**src/design/xsf_pkg.sv**
```systemverilog
package xsf_pkg;

    // Raw configuration field width and APB address width
    localparam int CFG_W  = 11;
    localparam int CFG_AW = 3;

    // Default frame size limits
    localparam int MAX_WIDTH_DEF  = 1024;
    localparam int MAX_HEIGHT_DEF = 1024;

    // Register reset values
    localparam logic [CFG_W-1:0] LINE_WIDTH_RST   = 11'd320;
    localparam logic [CFG_W-1:0] FRAME_HEIGHT_RST = 11'd240;

    // Register indexes (paddr[2])
    localparam logic REG_LINE_WIDTH   = 1'b0;
    localparam logic REG_FRAME_HEIGHT = 1'b1;

    // Input item opcodes
    localparam logic OP_PIXEL   = 1'b0;
    localparam logic OP_PALETTE = 1'b1;

    // RGB565 field masks
    localparam logic [15:0] RED_MASK = 16'hf800;
    localparam logic [15:0] GRN_MASK = 16'h07e0;
    localparam logic [15:0] BLU_MASK = 16'h001f;

    typedef struct packed {
        logic       op;
        logic [7:0] edge_byte;
        logic [7:0] pal_index;
        logic [7:0] red;
        logic [7:0] green;
        logic [7:0] blue;
    } in_t;

    typedef struct packed {
        logic [15:0] color;
        logic        line_end;
        logic        frame_end;
    } out_t;

    typedef struct packed {
        logic [CFG_W-1:0] line_width;
        logic [CFG_W-1:0] frame_height;
    } cfg_t;

    // Pack 8-bit components down to RGB565
    function automatic logic [15:0] pack565(input logic [7:0] r, input logic [7:0] g,
                                            input logic [7:0] b);
        logic [15:0] rr;
        logic [15:0] gg;
        logic [15:0] bb;
        rr = {r, 8'h00} & RED_MASK;
        gg = 16'({g, 3'b000}) & GRN_MASK;
        bb = 16'(b >> 3) & BLU_MASK;
        return rr | gg | bb;
    endfunction

endpackage

```
**src/design/xsf_cfg_regs.sv**
```systemverilog
module xsf_cfg_regs (
    input  logic                       aclk,
    input  logic                       aresetn,
    input  logic                       psel,
    input  logic                       penable,
    input  logic                       pwrite,
    input  logic [xsf_pkg::CFG_AW-1:0] paddr,
    input  logic [31:0]                pwdata,
    output logic [31:0]                prdata,
    output logic                       pready,
    output xsf_pkg::cfg_t              cfg
);
    import xsf_pkg::*;

    logic [CFG_W-1:0] line_width_reg;
    logic [CFG_W-1:0] frame_height_reg;
    logic             wr_en;

    assign pready = 1'b1;
    assign wr_en  = psel & penable & pwrite;

    // Register writes on the access phase
    always_ff @(posedge aclk) begin
        if (!aresetn) begin
            line_width_reg   <= LINE_WIDTH_RST;
            frame_height_reg <= FRAME_HEIGHT_RST;
        end else if (wr_en) begin
            case (paddr[2])
                REG_LINE_WIDTH:   line_width_reg   <= pwdata[CFG_W-1:0];
                REG_FRAME_HEIGHT: frame_height_reg <= pwdata[CFG_W-1:0];
                default: ;
            endcase
        end
    end

    // Readback
    always_comb begin
        case (paddr[2])
            REG_LINE_WIDTH:   prdata = 32'(line_width_reg);
            REG_FRAME_HEIGHT: prdata = 32'(frame_height_reg);
            default:          prdata = '0;
        endcase
    end

    assign cfg.line_width   = line_width_reg;
    assign cfg.frame_height = frame_height_reg;

endmodule

```
**config.mk**
```make
export PLATFORM = sky130hd
export DESIGN_NAME = xsf_cfg_regs
export DESIGN_NICKNAME = d
export VERILOG_FILES = /design/src/design/xsf_pkg.sv /design/src/design/xsf_cfg_regs.sv
export SDC_FILE = /design/constraint.sdc
export NUM_CORES = 1
export LEC_CHECK = 0
export ABC_AREA = 0
export BUFFER_PORTS_ARGS = -buffer_cell sky130_fd_sc_hd__buf_2
export CAP_MARGIN = 20
export CORE_ASPECT_RATIO = 1.4
export CORE_MARGIN = 1.5
export CORE_UTILIZATION = 35
export DETAILED_ROUTE_END_ITERATION = 6
export PLACE_DENSITY_LB_ADDON = 0.1
export SYNTH_ARGS = -nofsm -noshare
export SYNTH_HDL_FRONTEND = slang
export SYNTH_SLANG_ARGS = --single-unit
export TNS_END_PERCENT = 5
```
**constraint.sdc**
```tcl
create_clock -name aclk -period 0.9 [get_ports aclk]
set_input_delay 0.18 -clock aclk [delete_from_list [all_inputs] [get_ports aclk]]
set_output_delay 0.18 -clock aclk [all_outputs]
set_load 0.03 [all_outputs]
```
==> flow_summary.ini, run 1 <==
[yosys]
synth_top_area_share_pct = 37.01
synth.most_common_cell = nand2_1
syn_inst = 126
ys_seq_area_share_pct = 37.01
synthFlopType = dfxtp_1
synthTopCellsByArea = dfxtp_1 (37%), mux2i_1 (19%), buf_4 (14%)
yosys_warnings = 0
avgSynthCellArea_sq_um = 9.444
synth_edf_count = 0
async_flop_share_pct = 0
synthDistinctLibCells = 12
ys_ff_latch = 22
netlist_top_cells_count = nand2_1 (26), buf_4 (22), dfxtp_1 (22), mux2i_1 (22)
synth_top_area_cell = dfxtp_1
syn_area_sq_mm = 0.001190

[route]
drc = 0
wirelength_um = 2810
vias_per_cell = 4.340
antenna_left = 0
num_vias = 1033
post_drt_wl_per_cell_um = 11.81
drt_iter0_markers = 6
first_pass_iters = 3

[global_route]
grt-ovfl-total = 0
grt_max_degree = 15
grt_pass1_wl_um = 4629
grt_use_total_pct = 16.28
grt_pass1_vias = 1020
antenna_found_initial = 0

[power_and_ir_drop]
power_uw = 2294
power_frac_clock_pct = 30.7
ir_drop_uv = 949.9
swShare_pct = 28.93
p_per_area_mw_per_mm2 = 1137
p_sw_uw = 663.5
power_frac_comb_pct = 25.2
p_int_uw = 1630
leakage_uw = 0.0009599
seq_power_share_pct = 44.2

[floorplan]
die_h_um = 71.99
die_w_um = 52.28
dieArea_sq_mm = 0.003764
core_area_sq_mm = 0.003183
io_pins = 95
start_util_pct = 37.38
fp-row-count = 24

[timing]
finalSetupViolCount = 33
fmax_mhz = 847.8
slew_viol_final = 0
hold_ws_ns = 0.1647
clock-skew-final_ns = 0
hold_viol_final = 0
rsz0062_at_grt = yes
fin_ws_ns = -0.2795
min_period_ns = 1.180
period_share_pct = 131.1

[placement]
portBuffers = 49
dp.cells = 234
dpl.hpwl_um = 2231
routabilityCongestion = 0.7371

[outcome]
status = finished with violations
violations = negative setup slack

[clock_tree]
cts_tree = built
clk_pin_slew_ns = 0.08
clockRootBuffer = clkbuf_8
clk_latency_ns = 0.26
numCtsBuffers = 3
clock_sinks = 22
clk_path_buf_depth = 2
postCtsHoldBufs = 0
htreeDepth = 1

[critical_path]
worstSetupEndpointType = output pin
ff2ff_path_depth = 3
cp_max_fo = 2
critPathKind = reg2out
startpoint = line_width_reg[10]
arrival_ns = 1.00
worstPathRequired_ns = 0.72
startpoint_type = flop
crit_end = prdata[10]
rrSetupSlack_ns = 0.16
r2r_start = line_width_reg[8]
timing.rr.end = line_width_reg[8]

[cells_and_area]
num_antenna_cells = 0
nets = 240
fin_util_pct = 63.40
drive_gt1_share_pct = 57.79
layout.cells.non_filler = 238
area_growth_syn_to_layout_pct = 69.61

[job]
max-cap-violations = 0

[worst_hold_path]
min_path_type = in2reg
[layer usage]
layer	wire [um]	GRT usage (%)
met5	0	0
met2	1647	30.56
met4	49	6.838
met3	121	2.263
met1	991	17.48
[worst max-delay path, cell delays in order, from the launching register on]
cell	delay [ns]
dfxtp_2	0.33
mux2_4	0.27
buf_6	0.14
[power groups by stage]
stage | clock [uW] | sequential, uW | combinational [uW]
floorplan | 0 | 1080 | 374
global placement | 0 | 1030 | 504
detailed placement | 0 | 1030 | 510
CTS | 729 | 1010 | 575
global route | 792 | 1020 | 615
finish | 703 | 1010 | 577
[cell families after synthesis]
family | Yosys count | synth area share, %
other | 2 | 0.6312
muxes | 33 | 28.92
DFF | 22 | 37.01
and+or+nand+nor | 40 | 16.09
buffers and inverters | 29 | 17.35
[layout by cell type, fill, tap and decap left out, drive strengths merged]
master,count
and4,1
mux2,11
conb,22
buf,78
nand2,26
nand4,1
nor2b,11
mux2i,22
and4b,1
clkbuf,4
dfxtp,22
[timing repair]
item	in CTS	in global routing
gates resized for setup	76	9
setup buffers	0	0
endpoints found under the hold margin	0	0
setup endpoints to repair	33	33
[how the worst min path moves through the flow]
stage,start,to,slack (ns),cells after the start
6_report,pwdata[5],line_width_reg[5],0.16,3
5_1_grt,pwdata[8],frame_height_reg[8],0.16,3
4_1_cts,pwdata[8],frame_height_reg[8],0.16,3
3_5_place_dp,pwdata[8],frame_height_reg[8],0.44,3
3_3_place_gp,pwdata[8],frame_height_reg[8],0.44,3
2_1_floorplan,pwdata[8],frame_height_reg[8],0.31,2
[final cells by class]
cell class | instances | area (sq um)
fill | 291 | 1165
tap | 39 | 48.80
clock buffer | 4 | 55.05
multi-input combinational | 95 | 659.4
sequential | 22 | 467.9
timing repair buffer | 78 | 787.0
[metrics by stage]
| step | setup slack, ns | instance area [sq um] | setup TNS (ns) |
|---|---|---|---|
| 6_report | -0.2795 | 2018 | -5.187 |
| 5_1_grt | -0.3147 | 2018 | -6.315 |
| 4_1_cts | -0.2825 | 1987 | -5.592 |
| 3_5_place_dp | -0.2240 | 1688 | -4.654 |
| 3_3_place_gp | -0.2140 | 1688 | -4.179 |
| 2_1_floorplan | -0.04835 | 1335 | -0.1032 |
No activity file was read; power rests on OpenSTA's default activity.
==> inputs of run 2 (changes only) <==
--- a/config.mk
+++ b/config.mk
@@ -10,7 +10,7 @@
 export CAP_MARGIN = 20
 export CORE_ASPECT_RATIO = 1.4
 export CORE_MARGIN = 1.5
-export CORE_UTILIZATION = 35
+export CORE_UTILIZATION = 39
 export DETAILED_ROUTE_END_ITERATION = 6
 export PLACE_DENSITY_LB_ADDON = 0.1
 export SYNTH_ARGS = -nofsm -noshare
==> constraint.sdc (replaced) <==
create_clock -name aclk -period 1.3 [get_ports aclk]
set_input_delay 0.26 -clock aclk [delete_from_list [all_inputs] [get_ports aclk]]
set_output_delay 0.26 -clock aclk [all_outputs]
set_load 0.03 [all_outputs]
==> run 2 against run 1 <==
Against the previous run:
- the run now ends clean
- register-to-register slack improved by 0.43 ns
- clock power decreased by 31%
- clock-buffer cell count unchanged
- hold slack improved by 0.087 ns
- flip-flop and latch count unchanged
- sequential power decreased by 31%
- final area decreased by 25%
- sequential share of layout area increased by 6.2 points
- global-route usage decreased by 0.89 points
- critical path depth unchanged
- highest routed layer unchanged
==> flow_summary.ini, run 2 (synthesis results as in run 1) <==
[worst_hold_path]
min_from = pwdata[8]
min_path_type = in2reg

[clock_tree]
postCtsHoldBufs = 0
clockRootBuffer = clkbuf_8
clk_latency_ns = 0.25
clock_sinks = 22
clk_pin_slew_ns = 0.08
htreeDepth = 1
numCtsBuffers = 3
clk_path_buf_depth = 2
cts_tree = built

[cells_and_area]
fillCellCount = 286
final_cell_mix = buf_2 (45), nand2_1 (26), mux2i_1 (22), conb_1 (22), dfxtp_1 (16)
layout.cells.non_filler = 215
final_common_cell = buf_2
nets = 219
fin_util_pct = 52.91
drive_gt1_share_pct = 43.82
area_growth_syn_to_layout_pct = 27.97
num_antenna_cells = 0

[timing]
finalSetupTns_ns = 0
fin_ws_ns = 0.01830
slew_viol_final = 0
fmax_mhz = 780.2
min_period_ns = 1.282
finalSetupViolCount = 0
period_share_pct = 98.59
hold_viol_final = 0
rsz0062_at_grt = yes
clock-skew-final_ns = 0

[global_route]
grt-ovfl-total = 0
grt_use_total_pct = 15.40
grt_pass1_wl_um = 3995
antenna_found_initial = 0
grt_pass1_vias = 874
grt_max_degree = 24

[floorplan]
start_util_pct = 41.35
core_area_sq_mm = 0.002878
dieArea_sq_mm = 0.003396
io_pins = 95
die_w_um = 49.68
fp-row-count = 23
die_h_um = 68.36

[placement]
routabilityCongestion = 0.6784
portBuffers = 49
dpl.hpwl_um = 1909
dp.cells = 210
dpl_worst_slack_ns = 0.01328

[route]
antenna_left = 0
wirelength_um = 2487
num_vias = 938
first_pass_iters = 3
post_drt_wl_per_cell_um = 11.57
drt_iter0_markers = 15
vias_per_cell = 4.363
drc = 0

[critical_path]
startpoint = frame_height_reg[4]
worstSetupEndpointType = output pin
r2r_start = line_width_reg[8]
critPathKind = reg2out
worstPathRequired_ns = 1.04
startpoint_type = flop
cp_max_fo = 3
arrival_ns = 1.02

[outcome]
status = finished, final reports clean

[power_and_ir_drop]
power_uw = 1500
p_per_area_mw_per_mm2 = 985.0
ir_drop_uv = 600.5
leakage_uw = 0.0007466

[job]
max-cap-violations = 0
## run 2: changes by cell type in the layout (fill, tap and decap cells not counted), sizes merged
cell / before / now
buf: 78 / 57
## run 2: metal layers
metal | GRT usage [%] | part of all wire, % | up-vias
met5 | 0 | 0 | -
met4 | 7.292 | 1.5 | 0
met3 | 2.183 | 4.9 | 4
met2 | 29.33 | 54 | 37
met1 | 16.67 | 39 | 422
li1 | - | - | 475
## run 2: path summary, 6_finish.rpt
kind                                             to  slack, ns  cells past startpoint
worst min-delay path            frame_height_reg[8]       0.25                      3
worst max register to register    line_width_reg[8]       0.59                      3
worst min register to register    line_width_reg[1]       0.47                      2
worst max-delay path                      prdata[4]       0.02                      2
## run 2: what timing repair did
| item | in CTS | in global routing |
|---|---|---|
| cloned | 0 | 0 |
| setup buffers | 0 | 1 |
| gates resized for setup | 1 | 16 |
| endpoints found under the setup margin | 1 | 10 |
## run 2: through the flow
stage / instance area, sq um / hold slack [ns]
2_1_floorplan: 1265 / 0.4021
3_3_place_gp: 1428 / 0.4510
3_5_place_dp: 1428 / 0.4635
4_1_cts: 1485 / 0.2482
5_1_grt: 1523 / 0.2666
6_report: 1523 / 0.2513
## run 2: layout make-up
type,count,area (sq um),share of cell area [%]
clock buffers,4,55.05,3.615
multi-input cells,95,618.1,40.59
flip-flops and latches,22,447.9,29.42
well taps,37,46.29,3.040
repair buffers,57,355.3,23.34
## run 2: critical path, cell delays in order (launching register included)
cell and delay [ns]:
dfxtp_1 0.33, mux2_2 0.26, buf_2 0.17
## run 2: where the power goes
part / internal [uW] / switching [uW]
sequential: 689 / 9.72
clock: 270 / 215
combinational: 101 / 216
==> inputs of run 3 (changes only) <==
--- a/config.mk
+++ b/config.mk
@@ -12,7 +12,7 @@
 export CORE_MARGIN = 1.5
 export CORE_UTILIZATION = 39
 export DETAILED_ROUTE_END_ITERATION = 6
-export PLACE_DENSITY_LB_ADDON = 0.1
+export PLACE_DENSITY = 0.9
 export SYNTH_ARGS = -nofsm -noshare
 export SYNTH_HDL_FRONTEND = slang
 export SYNTH_SLANG_ARGS = --single-unit
==> run 3 against run 2 <==
Against the previous run:
- combinational power barely moved
- flip-flop and latch count did not move
- global-route usage fell by 1.2 points
- total power fell by 0.60%
- critical path depth did not move
- hold slack improved by 0.00067 ns
- sequential share of layout area barely moved
- highest routed layer unchanged
==> flow_summary.ini, run 3 (synthesis results as in run 1) <==
[clock_tree]
clk_pin_slew_ns = 0.08
clock_sinks = 22
cts_tree = built
numCtsBuffers = 3
clk_latency_ns = 0.25
post_cts_buffers = 0
clk_path_buf_depth = 2
clockRootBuffer = clkbuf_8
htreeDepth = 1
postCtsHoldBufs = 0

[timing]
finalSetupViolCount = 0
fmax_mhz = 780.4
rsz0062_at_grt = yes
min_period_ns = 1.281
period_share_pct = 98.56
hold_viol_final = 0
finalSetupTns_ns = 0
clock-skew-final_ns = 0
slew_viol_final = 0

[cells_and_area]
final_area_sq_mm = 0.001508
area_growth_syn_to_layout_pct = 26.71
fillCellCount = 283
final_common_cell = buf_2
drive_gt1_share_pct = 40.57
num_antenna_cells = 0
layout.cells.non_filler = 212
nets = 216
final_cell_mix = buf_2 (47), nand2_1 (26), mux2i_1 (22), conb_1 (22), dfxtp_1 (20)

[global_route]
grt_max_degree = 26
grt-ovfl-total = 0
grt_pass1_vias = 802
grt_pass1_wl_um = 3719
grt_use_total_pct = 14.21
antenna_found_initial = 0

[floorplan]
core_area_sq_mm = 0.002878
start_util_pct = 41.35
die_h_um = 68.36
die_w_um = 49.68
fp-row-count = 23
dieArea_sq_mm = 0.003396
io_pins = 95

[route]
post_drt_wl_per_cell_um = 11.34
first_pass_iters = 2
antenna_left = 0
drc = 0
num_vias = 937
drt_iter0_markers = 13
vias_per_cell = 4.420
wirelength_um = 2404

[placement]
dp.cells = 208
portBuffers = 49
routabilityCongestion = 0.6452
dpl.hpwl_um = 1850
place_area_sq_mm = 0.001438

[outcome]
status = finished, final reports clean

[power_and_ir_drop]
power_uw = 1491
leakage_uw = 0.0007353
p_per_area_mw_per_mm2 = 988.9
ir_drop_uv = 512.3

[critical_path]
critPathKind = reg2out
arrival_ns = 1.02
cp_max_fo = 3
worstPathRequired_ns = 1.04
startpoint_type = flop
worstSetupEndpointType = output pin

[worst_hold_path]
min_path_type = in2reg

[job]
max-cap-violations = 0
-- run 3: where the power goes --
part	internal, uW	switching [uW]
Sequential	688	10.1
Clock	269	209
Combinational	99.3	215
Total	1060	434
-- run 3: path summary, 6_finish.rpt --
check / from / end / slack, ns / cells after the start
min reg2reg: frame_height_reg[9] / frame_height_reg[9] / 0.47 / 2
max reg2reg: frame_height_reg[0] / frame_height_reg[0] / 0.66 / 2
max: frame_height_reg[3] / prdata[3] / 0.02 / 2
min: pwdata[4] / line_width_reg[4] / 0.25 / 3
-- run 3: cell type report --
class	count	area (sq um)	area share, %
sequential	22	442.9	29.38
clock buffer	4	55.05	3.651
timing repair buffer	54	345.3	22.90
tap	37	46.29	3.071
multi-input combinational	95	618.1	41.00
-- run 3: repair_timing --
item | 4_1_cts | 5_1_grt
hold endpoints to repair | 0 | 0
setup endpoints to repair | 0 | 11
resized for setup | 0 | 8
-- run 3: per-layer routing --
metal / global-route usage, % / part of all wire, % / up-vias
li1: - / - / 464
met1: 15.78 / 40 / 428
met2: 27.83 / 53 / 43
met3: 1.965 / 6.5 / 2
met4: 4.167 / 0.46 / 0
met5: 0 / 0 / -
-- run 3: worst max-delay path, cell delays in order (launching register included) --
cell	delay (ns)
dfxtp_1	0.33
mux2_2	0.26
buf_2	0.18
-- run 3: stage by stage --
step	hold WS, ns	setup slack [ns]	utilization [%]
6_report	0.2520	0.01867	52.39
5_1_grt	0.2613	-0.02138	52.39
4_1_cts	0.2526	0.008483	51.87
3_5_place_dp	0.4603	0.02441	49.96
3_3_place_gp	0.4516	0.03151	49.96
2_1_floorplan	0.4021	0.1609	-
